File: config.mk
export PLATFORM = sky130hd
export DESIGN_NAME = lru_key_tracker
export DESIGN_NICKNAME = d
export VERILOG_FILES = /design/src/hdl/lkt_pkg.sv /design/src/hdl/lkt_cell.sv /design/src/hdl/lru_key_tracker.sv
export SDC_FILE = /design/constraint.sdc
export NUM_CORES = 1
export LEC_CHECK = 0
export BUFFER_PORTS_ARGS = -buffer_cell sky130_fd_sc_hd__buf_2
export CORE_MARGIN = 2
export CORE_UTILIZATION = 65
export CTS_CLUSTER_DIAMETER = 50
export DETAILED_ROUTE_END_ITERATION = 16
export GPL_TIMING_DRIVEN = 0
export HOLD_SLACK_MARGIN = 0.06
export PLACE_DENSITY = 0.91
export SLEW_MARGIN = 40
export SYNTH_ARGS = -nofsm -noshare
export SYNTH_HDL_FRONTEND = slang
export SYNTH_HIERARCHICAL = 1
export SYNTH_SLANG_ARGS = --single-unit
File: constraint.sdc
create_clock -name clock -period 6.5 [get_ports clock]
set_input_delay 1.3 -clock clock [delete_from_list [all_inputs] [get_ports clock]]
set_output_delay 1.3 -clock clock [all_outputs]
set_load 0.01 [all_outputs]
File: src/hdl/lkt_pkg.sv
// lkt_pkg: shared types and constants for the lru key tracker
// request and response payloads, the scan token passed along the cell row
// and the update broadcast; no dependencies
package lkt_pkg;

   localparam int KEY_W           = 8;
   localparam int SLOT_W          = 3;
   localparam int DEFAULT_ENTRIES = 8;
   localparam int MAX_ENTRIES     = 64;
   // index and age width wide enough for the largest table
   localparam int IDX_W           = $clog2(MAX_ENTRIES);

   typedef struct packed {
      logic [KEY_W-1:0] area;
      logic [KEY_W-1:0] room;
   } req_type;

   typedef struct packed {
      logic [SLOT_W-1:0] slot;
      logic              hit;
   } rsp_type;

   // token that walks the cell row, one cell a cycle
   typedef struct packed {
      logic             valid;
      req_type          key;
      logic             found;
      logic [IDX_W-1:0] match_idx;
      logic [IDX_W-1:0] match_age;
      logic [IDX_W-1:0] best_idx;
      logic [IDX_W-1:0] best_age;
   } scan_type;

   // broadcast to every cell once the token leaves the last cell
   typedef struct packed {
      logic             valid;
      logic             hit;
      logic [IDX_W-1:0] pick;
      logic [IDX_W-1:0] pick_age;
      req_type          key;
   } update_type;

endpackage

File: src/hdl/lkt_cell.sv
// lkt_cell: one slot of the tracker holding key and age
// folds its slot into the passing scan token and applies the update broadcast
// depends on lkt_pkg
module lkt_cell #(
   parameter int ENTRIES    = lkt_pkg::DEFAULT_ENTRIES,
   parameter int CELL_INDEX = 0
) (
   input  logic                clock,
   input  logic                reset,
   input  lkt_pkg::scan_type   scan_in,
   output lkt_pkg::scan_type   scan_out,
   input  lkt_pkg::update_type upd
);

   localparam int AGE_W = (ENTRIES > 2) ? $clog2(ENTRIES) : 1;

   logic [lkt_pkg::KEY_W-1:0] area_ff;
   logic [lkt_pkg::KEY_W-1:0] room_ff;
   logic [AGE_W-1:0]          age_ff;
   lkt_pkg::scan_type         scan_ff;
   lkt_pkg::scan_type         scan_in_next;
   logic [lkt_pkg::IDX_W-1:0] age_wide;
   logic [lkt_pkg::IDX_W-1:0] my_idx;
   logic                      key_match;

   assign age_wide  = lkt_pkg::IDX_W'(age_ff);
   assign my_idx    = lkt_pkg::IDX_W'(CELL_INDEX);
   assign key_match = (area_ff == scan_in.key.area) && (room_ff == scan_in.key.room);

   // fold this slot into the token: first match, then oldest with lowest index
   always_comb begin
      scan_in_next = scan_in;
      if (!scan_in.found && key_match) begin
         scan_in_next.found     = 1'b1;
         scan_in_next.match_idx = my_idx;
         scan_in_next.match_age = age_wide;
      end
      if (age_wide > scan_in.best_age) begin
         scan_in_next.best_idx = my_idx;
         scan_in_next.best_age = age_wide;
      end
   end

   // token register towards the next cell
   always_ff @(posedge clock) begin
      if (reset) begin
         scan_ff.valid <= 1'b0;
      end else begin
         scan_ff <= scan_in_next;
      end
   end

   assign scan_out = scan_ff;

   // slot contents: replace on miss; all age on a miss, only younger on a hit
   always_ff @(posedge clock) begin
      if (reset) begin
         area_ff <= '0;
         room_ff <= '0;
         age_ff  <= '0;
      end else if (upd.valid) begin
         if (my_idx == upd.pick) begin
            age_ff <= '0;
            if (!upd.hit) begin
               area_ff <= upd.key.area;
               room_ff <= upd.key.room;
            end
         end else if (!upd.hit || (age_wide < upd.pick_age)) begin
            age_ff <= age_ff + 1'b1;
         end
      end
   end

endmodule

File: src/hdl/lru_key_tracker.sv
// the accepted token walks the cell row one slot a cycle, then the update
// broadcast is registered into rsp_strobe and rsp_payload; no new request is
// taken while busy, and busy falls in the cycle the response shows
// reset: synchronous, clears all keys and ages to zero and empties the row
// the receiver cannot stall: each response is shown for exactly one cycle
//
// lru_key_tracker: top level, a row of lkt_cell slots plus the update logic
// depends on lkt_pkg and lkt_cell
module lru_key_tracker #(
   parameter int ENTRIES = lkt_pkg::DEFAULT_ENTRIES
) (
   input  logic             clock,
   input  logic             reset,
   input  logic             start,
   output logic             busy,
   input  lkt_pkg::req_type req_payload,
   output logic             rsp_strobe,
   output lkt_pkg::rsp_type rsp_payload
);

   lkt_pkg::scan_type   scan_chain [ENTRIES+1];
   lkt_pkg::scan_type   scan_last;
   lkt_pkg::update_type upd;
   logic                busy_ff;
   logic                rsp_strobe_ff;
   lkt_pkg::rsp_type    rsp_ff;
   logic                accept;

   assign accept = start && !busy_ff;

   // head token: nothing found yet, slot 0 as the provisional oldest
   always_comb begin
      scan_chain[0]           = '0;
      scan_chain[0].valid     = accept;
      scan_chain[0].key       = req_payload;
   end

   // the row of slots
   for (genvar i = 0; i < ENTRIES; i++) begin : g_cell
      lkt_cell #(
         .ENTRIES    (ENTRIES),
         .CELL_INDEX (i)
      ) u_cell (
         .clock    (clock),
         .reset    (reset),
         .scan_in  (scan_chain[i]),
         .scan_out (scan_chain[i+1]),
         .upd      (upd)
      );
   end

   assign scan_last = scan_chain[ENTRIES];

   // update broadcast once the token has passed every slot
   always_comb begin
      upd.valid    = scan_last.valid;
      upd.hit      = scan_last.found;
      upd.pick     = scan_last.found ? scan_last.match_idx : scan_last.best_idx;
      upd.pick_age = scan_last.match_age;
      upd.key      = scan_last.key;
   end

   // busy flag and response register
   always_ff @(posedge clock) begin
      if (reset) begin
         busy_ff       <= 1'b0;
         rsp_strobe_ff <= 1'b0;
      end else begin
         rsp_strobe_ff <= upd.valid;
         if (accept) begin
            busy_ff <= 1'b1;
         end else if (upd.valid) begin
            busy_ff <= 1'b0;
         end
      end
   end

   always_ff @(posedge clock) begin
      if (upd.valid) begin
         rsp_ff.slot <= upd.pick[lkt_pkg::SLOT_W-1:0];
         rsp_ff.hit  <= upd.hit;
      end
   end

   assign busy        = busy_ff;
   assign rsp_strobe  = rsp_strobe_ff;
   assign rsp_payload = rsp_ff;

endmodule

==> results.yml, run 1 <==
setup_path:
  crit_path_end: "g_cell[1].u_cell/area_ff[4]$_SDFFE_PP0P_"
  crit_slowest_cell: "edfxtp_1"
  crit_chain: "buf_6, mux2_4, nor4_1, and3b_1, nand3b_1, buf_2, buf_2, mux2i_1, nor2_1"
  cp_slowest_stage_delay_ns: 0.86
  cp-end-kind: "register"
  r2r_setup_slack_ns: 3.18
  worst-r2r-cell-count: 9
  r2r-end: "g_cell[1].u_cell/area_ff[4]$_SDFFE_PP0P_"
  worst_ep_required_time_ns: 6.92
  cpMostUsedCell: "buf_2"
  path_max_fanout: 18
  cp-start-kind: "register"
  path_class: "register to register"
  crit_start: "g_cell[7].u_cell/scan_out[24]$_SDFFCE_PP1N_"
  cp.arrival_ns: 3.74
  worstSetupPathDepth: 9
  critPathBufInv: 3
  critPathTopFamily: "simple AND/OR/NAND/NOR gates"
  r2r-start: "g_cell[7].u_cell/scan_out[24]$_SDFFCE_PP1N_"
yosys:
  synthCells: 1481
  syn_avg_cell_area_um2: 13.8
  yosys_warnings: 6
  syn_area_mm2: 0.0205
routing:
  wirelength_mm: 37.9
  antenna_left: 0
  drcViolationCount: 0
  routedWlPerCell_um: 18.8
  via_per_inst: 5.76
  vias: 11600
  firstDrtPassIters: 7
  first_iter_violations: 862
timing:
  slew_violations: 0
  tns_ns: 0
  setup_viol: 0
  whs_ns: 0.436
  rsz0062_at_grt: "false"
  tightest_slew_ns: 0.795
  clock.fmax_mhz: 302
  clock_skew_ns: 0.0252
  min_period_over_period_pct: 51.0
  slew_headroom_pct: 46.9
  post-route-min-period_ns: 3.32
  final_hold_viol_count: 0
place:
  place_congestion: 0.848
  hpwlAfterDp_mm: 25.3
  io_buffers: 24
power:
  power_switching_share_pct: 21.7
  pwr-share-seq_pct: 54.5
  intPower_mw: 5.12
  peakVddDrop_v: 0.000258
  p_per_area_mw_per_mm2: 287
  pwr-share-comb_pct: 4.5
  switchingPower_mw: 1.42
  clkPwrFrac_pct: 41.0
  p_leak_nw: 9.40
clock_network:
  tritoncts: "yes"
  clk_pin_slew_ns: 0.07
  cts_buffers: 46
  post_cts_buffers: 0
  htreeDepth: 2
  clk_path_buf_depth: 3
  ctsResizeCount: 0
  insertion_delay_ns: 0.56
  clockRootBuffer: "clkbuf_16"
  ctsHoldBuffers: 0
  cts.sinks: 488
finish:
  seqCellArea_mm2: 0.0130
  drive_gt1_share_pct: 15.4
  n_antenna_cell: 0
  nNetsFinal: 1652
  fillers: 1699
  area_growth_pct: 11.2
  multi_input_area_mm2: 0.00701
run_status:
  outcome: "finished, final reports clean"
die:
  die_area_mm2: 0.0329
  core-area_mm2: 0.0308
  die_h_um: 181
  io-pin-count: 25
  initial_core_util_pct: 66.4
  rows: 64
  die_w_um: 181
global_route:
  grt_antenna_before_repair: 0
  grt_pass1_vias: 12100
  gr-total-overflow: 0
  grt_pass1_wl_mm: 61.7
  grt_usage_pct: 23.5
  grt_max_degree: 53
run:
  drv_cap: 0
hold_path:
  hp-class: "register to register"
-- how the worst min path moves through the flow --
stage                                          endpoint  cells past startpoint                                     start  slack [ns]
2_1_floorplan  g_cell[1].u_cell/scan_out[41]$_SDFF_PP0_                      1  g_cell[0].u_cell/scan_out[41]$_SDFF_PP0_        0.41
3_3_place_gp   g_cell[6].u_cell/scan_out[41]$_SDFF_PP0_                      1  g_cell[5].u_cell/scan_out[41]$_SDFF_PP0_        0.42
3_5_place_dp   g_cell[4].u_cell/scan_out[41]$_SDFF_PP0_                      1  g_cell[3].u_cell/scan_out[41]$_SDFF_PP0_        0.42
4_1_cts        g_cell[7].u_cell/scan_out[41]$_SDFF_PP0_                      1  g_cell[6].u_cell/scan_out[41]$_SDFF_PP0_        0.44
5_1_grt        g_cell[7].u_cell/scan_out[41]$_SDFF_PP0_                      1  g_cell[6].u_cell/scan_out[41]$_SDFF_PP0_        0.45
6_report       g_cell[7].u_cell/scan_out[41]$_SDFF_PP0_                      1  g_cell[6].u_cell/scan_out[41]$_SDFF_PP0_        0.44
-- placed cells by master, fill, tap and decap left out, types with 18 or more instances in the layout --
cell type    n
conb_1      32
mux2_2      21
and2_1      39
nor2_1     134
mux2_4      30
clkinv_2    18
clkbuf_1    41
xnor2_1     32
buf_2       38
nor2b_1     46
edfxtp_1   326
nand2_1     24
xor2_1      96
and2_4      21
dfxtp_1    161
clkbuf_16   46
mux2i_1    128
ha_1        48
nand2b_1    36
nand3_1     19
a21oi_1     24
nor4_1      19
inv_1       48
-- cell type report --
| type | instances | area share [%] |
|---|---|---|
| Tap cell | 396 | 2.18 |
| Clock buffer | 58 | 5.61 |
| Inverter | 56 | 0.951 |
| Clock inverter | 28 | 1.15 |
| Multi-Input combinational cell | 906 | 30.8 |
| Buffer | 62 | 1.45 |
| Sequential cell | 488 | 57.3 |
| Timing Repair Buffer | 25 | 0.615 |
-- layer usage --
metal  global-route usage (%)  wire (µm)  up-vias
met2                     42.1      19400      407
met3                     4.23       2570      116
met5                        0          0        -
met1                     28.3      14700     5647
met4                     9.30       1290        0
li1                         -          -     5465
-- power groups by stage --
stage               logic, mW  registers (mW)  clock network [mW]
global route            0.322            3.58                2.84
floorplan               0.222            3.59                   0
CTS                     0.291            3.56                2.72
finish                  0.294            3.57                2.69
global placement        0.268            3.62                   0
detailed placement      0.283            3.63                   0
-- state kept, by name, indices dropped and copies added, names as in the netlist --
signal / cells
g_cell.u_cell/age_ff: 24
busy: 1
rsp_strobe: 1
g_cell.u_cell/scan_out: 330
g_cell.u_cell/room_ff: 64
rsp_payload: 4
g_cell.u_cell/area_ff: 64
-- metrics by stage --
stage / setup WS (ns) / std cells / utilization [%] / power (mW) / cell area (µm²)
global route: 3.11 / 2019 / 73.9 / 6.74 / 22800
global placement: 3.08 / 1932 / 68.8 / 3.88 / 21200
detailed placement: 3.43 / 1933 / 68.8 / 3.91 / 21200
floorplan: 3.79 / 1512 / - / 3.81 / 20600
finish: 3.18 / 2019 / 73.9 / 6.55 / 22800
CTS: 3.27 / 2019 / 73.8 / 6.58 / 22800
-- worst reg2reg max path, stage by stage, from the launching register on --
cell	delay, ns
edfxtp_1	0.86
buf_6	0.24
mux2_4	0.39
nor4_1	0.49
and3b_1	0.32
nand3b_1	0.12
buf_2	0.21
buf_2	0.25
mux2i_1	0.22
nor2_1	0.08
Note: power is estimated with default switching activity, not from simulation.
==> run 2, diff against run 1 <==
--- a/config.mk
+++ b/config.mk
@@ -7,12 +7,12 @@
 export LEC_CHECK = 0
 export BUFFER_PORTS_ARGS = -buffer_cell sky130_fd_sc_hd__buf_2
 export CORE_MARGIN = 2
-export CORE_UTILIZATION = 65
+export CORE_UTILIZATION = 64
 export CTS_CLUSTER_DIAMETER = 50
 export DETAILED_ROUTE_END_ITERATION = 16
 export GPL_TIMING_DRIVEN = 0
 export HOLD_SLACK_MARGIN = 0.06
-export PLACE_DENSITY = 0.91
+export PLACE_DENSITY = 0.9
 export SLEW_MARGIN = 40
 export SYNTH_ARGS = -nofsm -noshare
 export SYNTH_HDL_FRONTEND = slang
==> constraint.sdc (replaced) <==
create_clock -name clock -period 3.46 [get_ports clock]
set_input_delay 0.692 -clock clock [delete_from_list [all_inputs] [get_ports clock]]
set_output_delay 0.692 -clock clock [all_outputs]
set_load 0.01 [all_outputs]
==> run 2 against run 1 <==
  * Count of clock-buffer cells in the layout rose by 6
  * Non-clock buffer count did not move
  * Worst setup slack got worse by 2.9 ns
  * Largest cell class unchanged
  * Hold slack got worse by 0.12 ns
  * Critical endpoint is now g_cell[2].u_cell/room_ff[1]$_SDFFE_PP0P_
  * Utilization fell by 1.6 points
  * Routed wire length barely moved
  * Via count fell by 0.51%
  * Clock skew fell by 0.0035 ns
  * Critical path depth did not move
  * Flip-flop and latch count did not move
==> results.yml, run 2 (synthesis gave the netlist of run 1 again) <==
run_status:
  outcome: "finished, final reports clean"
routing:
  antenna_left: 0
  routedWlPerCell_um: 18.7
  wirelength_mm: 37.9
  first_iter_violations: 863
  firstDrtPassIters: 6
  vias: 11600
  drcViolationCount: 0
  via_per_inst: 5.71
timing:
  clock.fmax_mhz: 313
  tns_ns: 0
  clock_skew_ns: 0.0216
  slew_violations: 0
  min_period_over_period_pct: 92.4
  slew_headroom_pct: 45.0
  rsz0062_at_grt: "false"
  setup_viol: 0
  final_hold_viol_count: 0
  tightest_slew_ns: 0.824
  post-route-min-period_ns: 3.20
die:
  die_h_um: 183
  core-area_mm2: 0.0316
  rows: 65
  io-pin-count: 25
  initial_core_util_pct: 64.9
  die_w_um: 183
  die_area_mm2: 0.0334
run:
  drv_cap: 0
hold_path:
  hp-class: "input pin to register"
finish:
  n_antenna_cell: 0
  area_growth_pct: 11.4
  final_common_cell: "edfxtp_1"
  drive_gt1_share_pct: 14.7
  largest_reg_flops: 330
  final_cell_mix: "edfxtp_1, dfxtp_1, nor2_1"
  multi_input_area_mm2: 0.00701
  fillers: 1828
  seqCellArea_mm2: 0.0130
  final_util_pct: 72.2
  stdcell_area_mm2: 0.0228
  nNetsFinal: 1653
power:
  p_per_area_mw_per_mm2: 542
  p_leak_nw: 9.39
  clkPwrFrac_pct: 41.3
  pwr-share-seq_pct: 54.2
  switchingPower_mw: 2.65
  peakVddDrop_v: 0.000484
  pwr-share-comb_pct: 4.5
  intPower_mw: 9.70
  power_switching_share_pct: 21.5
global_route:
  grt_usage_pct: 23.0
  grt_max_degree: 53
  grt_pass1_vias: 12000
  grt_pass1_wl_mm: 61.1
  grt_antenna_before_repair: 0
  gr-total-overflow: 0
clock_network:
  clk_pin_slew_ns: 0.06
  clk_path_buf_depth: 3
  ctsResizeCount: 0
  cts_buffers: 47
  insertion_delay_ns: 0.57
  htreeDepth: 2
  ctsHoldBuffers: 0
  cts.sinks: 488
  tritoncts: "yes"
  post_cts_buffers: 0
  clockRootBuffer: "clkbuf_16"
setup_path:
  cp-end-kind: "register"
  path_class: "register to register"
  cp-start-kind: "register"
  cp.arrival_ns: 3.63
  path_max_fanout: 18
  worst_ep_required_time_ns: 3.89
place:
  hpwlAfterDp_mm: 25.1
  postPlaceCellArea_mm2: 0.0212
  io_buffers: 24
  place_congestion: 0.853
-- run 2: cell count changes in the layout (fill, tap and decap cells not counted), moves of 2 or more --
| cell | change |
|---|---|
| clkbuf_1 | +9 |
| clkbuf_16 | +2 |
| clkbuf_8 | -5 |
| clkinv_1 | +4 |
| clkinv_2 | -6 |
| clkinv_4 | -2 |
| inv_2 | +2 |
| inv_6 | -4 |
-- run 2: final timing paths --
path / start / endpoint / slack, ns / cells past startpoint
max: g_cell[7].u_cell/scan_out[24]$_SDFFCE_PP1N_ / g_cell[2].u_cell/room_ff[1]$_SDFFE_PP0P_ / 0.26 / 9
min: req_payload[0] / g_cell[0].u_cell/scan_out[25]$_DFFE_PN_ / 0.32 / 1
max reg2reg: g_cell[7].u_cell/scan_out[24]$_SDFFCE_PP1N_ / g_cell[2].u_cell/room_ff[1]$_SDFFE_PP0P_ / 0.26 / 9
min reg2reg: g_cell[0].u_cell/scan_out[41]$_SDFF_PP0_ / g_cell[1].u_cell/scan_out[41]$_SDFF_PP0_ / 0.44 / 1
-- run 2: metrics by stage --
stage               total power, mW  hold WS [ns]  setup WS [ns]  instances
floorplan                      7.15         0.414           1.05       1512
global placement               7.30         0.416          0.489       1938
detailed placement             7.34         0.435          0.466       1939
CTS                            12.4         0.307          0.330       2026
global route                   12.7         0.310          0.136       2026
finish                         12.4         0.318          0.263       2026
-- run 2: critical path, stage by stage, from the launching register on --
cell      delay, ns
edfxtp_1       0.81
buf_6          0.23
mux2_4         0.39
nor4_1         0.48
and3b_1        0.30
nand3b_1       0.10
buf_2          0.20
buf_2          0.24
mux2i_1        0.22
nor2_1         0.08
-- run 2: power groups by stage --
stage | sequential [mW] | combinational [mW] | clock [mW]
detailed placement | 6.81 | 0.534 | 0
global route | 6.72 | 0.607 | 5.38
finish | 6.70 | 0.555 | 5.10
floorplan | 6.74 | 0.418 | 0
global placement | 6.80 | 0.503 | 0
CTS | 6.69 | 0.551 | 5.15
-- run 2: layout make-up --
class / count / share of cell area [%]
flip-flops and latches: 488 / 57.2
clock buffers: 64 / 5.67
multi-input cells: 906 / 30.8
plain buffers: 62 / 1.44
inverters: 56 / 0.939
clock inverters: 23 / 1.17
well taps: 402 / 2.21
repair buffers: 25 / 0.615
-- run 2: per-layer routing --
layer  wire length, µm  up-vias  global-route usage [%]
li1                  -     5461                       -
met2             19700      374                    41.9
met1             14700     5651                    28.1
met5                 0        -                       0
met4              1120        0                    7.94
met3              2390       90                    3.55
